<file path="src/design/pdh_pkg.sv">
// Package for the pair distance histogram: controller states, action and
// register codes, and fixed field widths. No dependencies.
package pdh_pkg;

  localparam int COORD_W = 24;
  localparam int POINT_W = 2 * COORD_W;
  localparam int CFG_W = 23;
  localparam int COUNT_W = 32;
  localparam int PAIRS_W = 20;
  localparam int DIFF_W = COORD_W + 1;
  localparam int SQ_W = 2 * DIFF_W;
  localparam int D2_W = SQ_W + 1;
  localparam int R2_W = 2 * CFG_W;
  localparam int ROOT_W = CFG_W;
  localparam int ROOT_STEPS = ROOT_W;
  localparam int STEP_W = 5;

  localparam logic [1:0] ACT_ADD = 2'd0;
  localparam logic [1:0] ACT_READ = 2'd1;
  localparam logic [1:0] ACT_CLEAR = 2'd2;

  localparam logic KIND_FRAME = 1'b0;
  localparam logic KIND_BIN = 1'b1;

  localparam logic REG_MAX_RADIUS = 1'b0;
  localparam logic REG_BIN_WIDTH = 1'b1;

  localparam logic [CFG_W-1:0] MAX_RADIUS_RST = 23'd2048;
  localparam logic [CFG_W-1:0] BIN_WIDTH_RST = 23'd3;

  typedef enum logic [3:0] {
    S_CLEAR,
    S_IDLE,
    S_RDBIN,
    S_FRAME,
    S_PTI,
    S_LATCHI,
    S_FETCHJ,
    S_DIFF,
    S_SQUARE,
    S_SUM,
    S_CMP,
    S_CALC,
    S_HRD,
    S_HWR,
    S_NEXTJ,
    S_EMIT
  } ctrl_state_t;

  typedef enum logic [1:0] {
    C_IDLE,
    C_SQRT,
    C_DIV
  } calc_state_t;

endpackage

</file>
<file path="src/design/pdh_bin_calc.sv">
// Iterative bin index unit: integer square root (two radicand bits a step)
// then restoring division by the bin width (one bit a step). Uses pdh_pkg.
module pdh_bin_calc (
  input  logic                         clk,
  input  logic                         rst,
  input  logic                         start,
  input  logic [pdh_pkg::R2_W-1:0]     radicand,
  input  logic [pdh_pkg::CFG_W-1:0]    divisor,
  output logic                         done,
  output logic [pdh_pkg::ROOT_W-1:0]   quotient
);

  pdh_pkg::calc_state_t phase, phase_next;
  logic [pdh_pkg::STEP_W-1:0] step;
  logic [pdh_pkg::R2_W-1:0] rad;
  logic [pdh_pkg::ROOT_W+2:0] rem_s;
  logic [pdh_pkg::ROOT_W-1:0] root;   // root, then dividend out / quotient in
  logic [pdh_pkg::CFG_W:0] rem_d;
  logic [pdh_pkg::CFG_W-1:0] div;
  logic last_step;

  logic [pdh_pkg::ROOT_W+2:0] rem_t, trial;
  logic sq_ge;
  logic [pdh_pkg::CFG_W:0] drem_t;
  logic dv_ge;

  assign last_step = (step == pdh_pkg::STEP_W'(pdh_pkg::ROOT_STEPS - 1));

  always_comb begin
    rem_t  = {rem_s[pdh_pkg::ROOT_W:0], rad[pdh_pkg::R2_W-1 -: 2]};
    trial  = {1'b0, root, 2'b01};
    sq_ge  = (rem_t >= trial);
    drem_t = {rem_d[pdh_pkg::CFG_W-1:0], root[pdh_pkg::ROOT_W-1]};
    dv_ge  = (drem_t >= {1'b0, div});
  end

  always_comb begin
    phase_next = phase;
    unique case (phase)
      pdh_pkg::C_IDLE: if (start) phase_next = pdh_pkg::C_SQRT;
      pdh_pkg::C_SQRT: if (last_step) phase_next = pdh_pkg::C_DIV;
      pdh_pkg::C_DIV:  if (last_step) phase_next = pdh_pkg::C_IDLE;
      default:         phase_next = pdh_pkg::C_IDLE;
    endcase
  end

  always_ff @(posedge clk) begin
    if (rst) begin
      phase <= pdh_pkg::C_IDLE;
      done <= 1'b0;
    end else begin
      phase <= phase_next;
      done <= (phase == pdh_pkg::C_DIV) && last_step;
    end
  end

  always_ff @(posedge clk) begin
    case (phase)
      pdh_pkg::C_IDLE: begin
        rad   <= radicand;
        rem_s <= '0;
        root  <= '0;
        div   <= divisor;
        step  <= '0;
      end
      pdh_pkg::C_SQRT: begin
        rad  <= rad << 2;
        rem_s <= sq_ge ? (rem_t - trial) : rem_t;
        root <= {root[pdh_pkg::ROOT_W-2:0], sq_ge};
        rem_d <= '0;
        step <= last_step ? '0 : step + 1'b1;
      end
      pdh_pkg::C_DIV: begin
        rem_d <= dv_ge ? (drem_t - {1'b0, div}) : drem_t;
        root  <= {root[pdh_pkg::ROOT_W-2:0], dv_ge};
        step  <= last_step ? '0 : step + 1'b1;
      end
      default: step <= '0;
    endcase
  end

  assign quotient = root;

endmodule

</file>
<file path="config.mk">
export PLATFORM = sky130hd
export DESIGN_NAME = pdh_bin_calc
export DESIGN_NICKNAME = d
export VERILOG_FILES = /design/src/design/pdh_pkg.sv /design/src/design/pdh_bin_calc.sv
export SDC_FILE = /design/constraint.sdc
export NUM_CORES = 1
export LEC_CHECK = 0
export BUFFER_PORTS_ARGS = -buffer_cell sky130_fd_sc_hd__buf_2
export CORE_ASPECT_RATIO = 0.8
export CORE_MARGIN = 2
export CORE_UTILIZATION = 30
export DETAILED_ROUTE_END_ITERATION = 16
export PLACE_DENSITY_LB_ADDON = 0.2
export SLEW_MARGIN = 15
export SYNTH_ARGS = -nofsm -noshare
export SYNTH_HDL_FRONTEND = slang
export SYNTH_SLANG_ARGS = --single-unit
</file>
<file path="constraint.sdc">
create_clock -name clk -period 3.7 [get_ports clk]
set_input_delay 0.185 -clock clk [delete_from_list [all_inputs] [get_ports clk]]
set_output_delay 0.185 -clock clk [all_outputs]
set_load 0.01 [all_outputs]
</file>
==> flow_metrics.tcl, run 1 <==
set metrics [dict create \
    crit_cells 10 \
    dr.first_iter.drc_count 523 \
    worst_slew_pin_slew_ns 1.14 \
    drive_above_1_share_pct 19.8 \
    fillCellCount 2886 \
    die_x_um 197 \
    crit_required_ns 3.93 \
    io_pins 96 \
    synth_area_mm2 0.00890 \
    period_share_pct 84.7 \
    critPathKind "flip-flop to flip-flop" \
    path_buf_inv 1 \
    vdd_drop_max_mv 0.317 \
    core_area_mm2 0.0292 \
    cts_tree "yes" \
    ys_seq_area_share_pct 48.7 \
    setup-violations-final 0 \
    grt_use_met1_pct 22.0 \
    r2r-start "quotient[22]$_DFFE_PP_" \
    cts_root_buf "clkbuf_16" \
    postSynth.asyncResetShare_pct 0 \
    syn_avg_cell_area_um2 10.5 \
    routabilityCongestion 0.803 \
    syn-instance-count 849 \
    first_global_vias 6632 \
    synth_edf_count 139 \
    arrival_ns 3.36 \
    powerDensity_mw_per_mm2 791 \
    crit_family "compound AO/OA/AOI/OAI gates" \
    crit_chain "inv_1, ha_1, fa_1, nor2b_1, o21ai_0, a31o_1, a31o_1, nand2_1, nand2_1, o32ai_1" \
    path_max_fanout 13 \
    clock_skew_ns 0.0138 \
    critPathLaunch "quotient[22]$_DFFE_PP_" \
    synth_warnings 0 \
    reg2reg_slack_ns 0.57 \
    num_vias 6817 \
    postCtsSetupBuffers 0 \
    ant_nets 0 \
    cts_hold_buf 24 \
    drv_cap 0 \
    start_util_pct 30.5 \
    use_met3_pct 3.28 \
    layout_common_cells "139 x edfxtp_1, 95 x buf_2, 76 x a21oi_1" \
    critPathLaunchType "flip-flop" \
    grt_use_total_pct 14.9 \
    worstSetupEndpointType "flip-flop" \
    path_clk_slew_ns 0.07 \
    cp_slowest_cell "nand2_1" \
    numCtsBuffers 17 \
    antenna_found_initial 0 \
    insertion_delay_ns 0.43 \
    reg2regPathDepth 10 \
    wl_per_cell_um 16.8 \
    use_met2_pct 21.5 \
    utilization_pct 36.3 \
    route.detailed.drc 0 \
    htreeDepth 4 \
    area.growth.synth_to_final_pct 19.3 \
    die_y_um 158 \
    maxSlewViolCount 0 \
    io_buffers 95 \
    clockBufferDepth 2 \
    grt_max_degree 71 \
    finalSetupTns_ns 0 \
    hold_violations 0 \
    p_leak_nw 4.26 \
    synth_cell_types 66 \
    fin_crit_ns 3.13 \
    seq_area_mm2 0.00433 \
    hpwlAfterDp_um 15400 \
    synth_nets 976 \
    max_slew_margin_pct 24.2 \
    rsz0062_at_grt "false" \
    status "finished, final reports clean" \
    cts_resized 0 \
    wl_um 22600 \
    whs_ns 0.0419 \
    grt_pass1_wl_um 36000 \
    multi_input_area_mm2 0.00415 \
    grt.busiest_layer "met1" \
    fmax_mhz 319 \
    slowest_delay_ns 0.41 \
    overflow 0 \
    nets 1084 \
    synth_seq_cells 147 \
    dieArea_mm2 0.0311 \
    crit_path_end "rem_d[15]$_SDFFCE_PP0P_" \
    synth_flop_cell "edfxtp_1" \
    num_rows 56 \
    clock-sinks 147 \
    diodes 0 \
    vias_per_cell 5.06 \
    layout_commonest_cell "edfxtp_1" \
    drtPass1Iterations 5 \
    reg2reg_to "rem_d[15]$_SDFFCE_PP0P_" \
    hp-class "input port to flip-flop" \
]
how the worst min path moves through the flow:
stage / start / slack, ns / to / cells after the start
after CTS: radicand[1] / 0.02 / rad[1]$_SDFFCE_PP0P_ / 2
final: radicand[1] / 0.04 / rad[1]$_SDFFCE_PP0P_ / 2
after global routing: radicand[1] / 0.03 / rad[1]$_SDFFCE_PP0P_ / 2
after global placement: divisor[11] / 0.36 / div[11]$_DFFE_PP_ / 1
after detailed placement: divisor[12] / 0.36 / div[12]$_DFFE_PP_ / 1
after floorplan: rst / 0.26 / phase[1]$_SDFFE_PP0P_ / 1
metal layers:
layer	routed length (µm)	part of all wire (%)
met5	0	0
met2	9280	41
met1	11900	53
met4	260	1.2
met3	1100	4.9
Yosys cell counts, types with 8 or more instances:
cell type    n  area share [%]
and3_1       9            0.63
xor2_1      14             1.4
a21oi_1     76             4.3
o21ai_0     36             2.0
a211oi_1    11            0.93
nor3_1      16            0.90
o21a_1       9            0.76
edfxtp_1   139              47
dfxtp_1      8             1.8
nand3_1     36             2.0
a21o_1      19             1.6
mux2_2      44             5.6
inv_1       70             3.0
and2_1      27             1.9
clkbuf_1    24             1.0
o211ai_1    11            0.93
xnor2_1     14             1.4
nand4_1      9            0.63
nand2_1     57             2.4
nor2_1      42             1.8
ha_1        54             7.6
a31oi_1     13            0.91
sequential cells by signal (all words and copies together), names as in the netlist:
signal / flops
quotient: 23
div: 23
phase: 2
done: 1
rem_d: 23
step: 5
rad: 46
rem_s: 24
where the power goes:
part	switching [mW]	total [mW]	internal, mW
sequential	0.180	2.56	2.38
combinational	2.45	3.95	1.49
clock	0.751	1.89	1.14
kinds of logic after synthesis:
kind of cell,Yosys count,synth area share [%]
mux,44,5.57
buf+inv,107,4.75
flops,147,48.7
fa+ha+maj,55,7.82
compound gates,235,17.0
xor+xnor,28,2.76
simple gates,233,13.4
layout make-up:
cell class | instances | area share (%)
Clock inverter | 14 | 1.89
Timing Repair Buffer | 126 | 7.24
Multi-Input combinational cell | 595 | 39.1
Sequential cell | 147 | 40.8
Tap cell | 377 | 4.44
Clock buffer | 18 | 4.04
Inverter | 70 | 2.47
metrics by stage:
| stage | cell area, µm² | power, mW | std cells | worst slack [ns] |
|---|---|---|---|---|
| 4_1_cts | 10600 | 8.45 | 1347 | 0.554 |
| 5_1_grt | 10600 | 9.04 | 1347 | 0.248 |
| 3_3_place_gp | 9750 | 6.50 | 1291 | 0.718 |
| 3_5_place_dp | 9750 | 6.48 | 1291 | 0.562 |
| 6_report | 10600 | 8.40 | 1347 | 0.565 |
| 2_1_floorplan | 8900 | 5.51 | 849 | 1.03 |
Note: power is estimated with default switching activity, not from simulation.
==> run 2, diff against run 1 <==
ABC_AREA = 1   (was not set)
clock period = 2.5 ns   (was 3.7 ns; I/O delays follow)
==> run 2 against run 1 <==
  * Final cell count rose by 35%
  * Via count rose by 17%
  * Register-to-register slack worse by 0.36 ns
  * Global-route usage is 0.53 points higher
  * Critical endpoint is now rem_d[9]$_SDFFCE_PP0P_
==> flow_metrics.tcl, run 2 <==
set metrics [dict create \
    status "finished, final reports clean" \
    dieArea_mm2 0.0333 \
    num_rows 58 \
    period_share_pct 91.9 \
    routabilityCongestion 0.870 \
    p_leak_nw 5.78 \
    arrival_ns 2.50 \
    first_global_vias 7701 \
    grt_use_total_pct 15.4 \
    drive_above_1_share_pct 17.0 \
    postSynth.asyncResetShare_pct 0 \
    synth_nets 1324 \
    crit_required_ns 2.70 \
    regMostFlops "rad" \
    numCtsBuffers 17 \
    grt_pass1_wl_um 39900 \
    maxSlewViolCount 0 \
    crit_family "simple AND/OR/NAND/NOR gates" \
    critPathLaunch "quotient[22]$_DFFE_PP_" \
    fillCellCount 3258 \
    fin_crit_ns 2.30 \
    antenna_found_initial 2 \
    core_area_mm2 0.0314 \
    worst_slew_pin_slew_ns 1.01 \
    ant_nets 0 \
    htreeDepth 4 \
    powerDensity_mw_per_mm2 1490 \
    utilization_pct 38.3 \
    clock-sinks 147 \
    area.growth.synth_to_final_pct 25.9 \
    yosys-top-cells-count "372 x nand2_1, 208 x inv_1, 158 x nor2_1, 139 x edfxtp_1, 54 x ha_1" \
    yosys-top-cells-area "edfxtp_1 44%, nand2_1 15%, inv_1 8.2%" \
    rsz0062_at_grt "false" \
    vias_per_cell 4.38 \
    path_max_fanout 20 \
    io_pins 96 \
    reg2regPathDepth 12 \
    ys_seq_area_share_pct 45.3 \
    hpwlAfterDp_um 18200 \
    finalSetupTns_ns 0 \
    largest_reg_flops 46 \
    setup_slack_ns 0.202 \
    grt_max_degree 75 \
    vdd_drop_max_mv 0.617 \
    critPathKind "flip-flop to flip-flop" \
    clock_skew_ns 0.0143 \
    hp-class "input port to flip-flop" \
    syn_avg_cell_area_um2 7.99 \
    slowest_delay_ns 0.38 \
    crit_cells 12 \
    cpMostUsedCell "nand2_1" \
    wl_um 24600 \
    synth_cell_types 36 \
    max_slew_margin_pct 32.6 \
    fin_cells 1817 \
    cts_root_buf "clkbuf_16" \
    yosys.area.top_type "edfxtp_1" \
    synth_area_mm2 0.00956 \
    insertion_delay_ns 0.45 \
    layout_commonest_cell "nand2_1" \
    crit_chain "inv_1, ha_1, fa_2, nor2_1, o21ai_1, nand2_1, nand3_1, nand3_2, buf_6, nand2_1, nand2_1, nor2_1" \
    wl_per_cell_um 13.6 \
    overflow 0 \
    synth_edf_count 139 \
    hold_violations 0 \
    dr.first_iter.drc_count 481 \
    setup-violations-final 0 \
    path_clk_slew_ns 0.07 \
    num_vias 7950 \
    synth_most_common_cell "nand2_1" \
    top_regs "rad: 46 flops, rem_s: 24 flops" \
    start_util_pct 30.4 \
    synth_warnings 0 \
    r2r-start "quotient[22]$_DFFE_PP_" \
    hold_path_depth 3 \
    io_buffers 95 \
    drv_cap 0 \
    dp_slack_ns 0.0806 \
    min_from "start" \
    worstSetupEndpointType "flip-flop" \
    cts_tree "yes" \
    route.detailed.drc 0 \
    die_x_um 204 \
    dp.cells 1712 \
    drtPass1Iterations 5 \
    synth_flop_cell "edfxtp_1" \
    clockBufferDepth 2 \
    synth_seq_cells 147 \
    die_y_um 164 \
    layout_common_cells "370 x nand2_1, 208 x inv_1, 155 x nor2_1" \
    nets 1510 \
    syn-instance-count 1197 \
    path_buf_inv 2 \
    cp_slowest_cell "edfxtp_1" \
    fmax_mhz 435 \
    synth_top_area_share_pct 43.7 \
    critPathLaunchType "flip-flop" \
]
-- run 2: cell types whose count changed after synthesis, sizes merged, moves of 11 or more --
cell / delta
nand2: +318
inv: +142
nor2: +131
a21oi: -45
and2: -26
o21ai: -21
a21o: -18
a31oi: -13
nand4: +13
a211oi: -12
clkbuf: -12
nand3: +11
o211ai: -11
xor2: -11
-- run 2: area by class of cell --
cell class                      instances  area [µm²]  area share, %
Clock inverter                         14         153           1.27
Tap cell                              420         526           4.37
Sequential cell                       147        4330           36.0
Antenna cell                            1        2.50         0.0208
Clock buffer                           18         429           3.57
Multi-Input combinational cell        816        4400           36.5
Timing Repair Buffer                  188        1390           11.6
Inverter                              213         800           6.64
-- run 2: cells by family (layout without fill, tap and decap cells) --
| kind of cell | after synthesis | count (layout) | share of synthesized area, % |
|---|---|---|---|
| simple gates | 638 | 638 | 27.5 |
| other cells | 0 | 1 | 0 |
| fa+ha+maj | 55 | 55 | 7.28 |
| mux | 44 | 44 | 5.18 |
| compound gates | 58 | 58 | 3.32 |
| buf+inv | 234 | 433 | 9.46 |
| xor+xnor | 21 | 21 | 1.92 |
| flops | 147 | 147 | 45.3 |
-- run 2: power by group --
| part | leakage, nW | total [mW] | switching (mW) | internal (mW) |
|---|---|---|---|---|
| sequential | 1.53 | 4.73 | 0.467 | 4.27 |
| combinational | 3.97 | 10.6 | 6.75 | 3.86 |
| clock | 0.283 | 2.61 | 1.13 | 1.48 |
-- run 2: what timing repair did --
action                                 4_1_cts  5_1_grt
setup endpoints to repair                    0       41
buffers inserted                             0        2
hold buffers                                70        0
endpoints found under the hold margin       72        0
resized for setup                            0       16
-- run 2: per-layer routing --
metal | share of wire, % | global-route usage (%)
met5 | 0.053 | 0
met4 | 0.90 | 4.11
met3 | 5.6 | 4.43
met2 | 39 | 21.4
met1 | 55 | 22.9
-- run 2: final timing paths --
kind	end	slack, ns
worst min register to register	step[0]$_SDFF_PP0_	0.48
worst max-delay path	rem_d[9]$_SDFFCE_PP0P_	0.20
worst min-delay path	phase[1]$_SDFFE_PP0P_	0.07
worst max register to register	rem_d[9]$_SDFFCE_PP0P_	0.20
-- run 2: tightest hold or removal path: stages --
cell and delay, ns:
buf_2 0.08, o21ai_0 0.12, a21oi_1 0.16
-- run 2: per-stage QoR --
step | hold WS (ns) | power [mW] | area, µm²
3_3_place_gp | 0.302 | 15.1 | 10700
3_5_place_dp | 0.304 | 15.1 | 10700
6_report | 0.0689 | 17.9 | 12000
2_1_floorplan | 0.224 | 12.2 | 9560
4_1_cts | 0.0406 | 17.9 | 11900
5_1_grt | 0.0791 | 19.8 | 12000
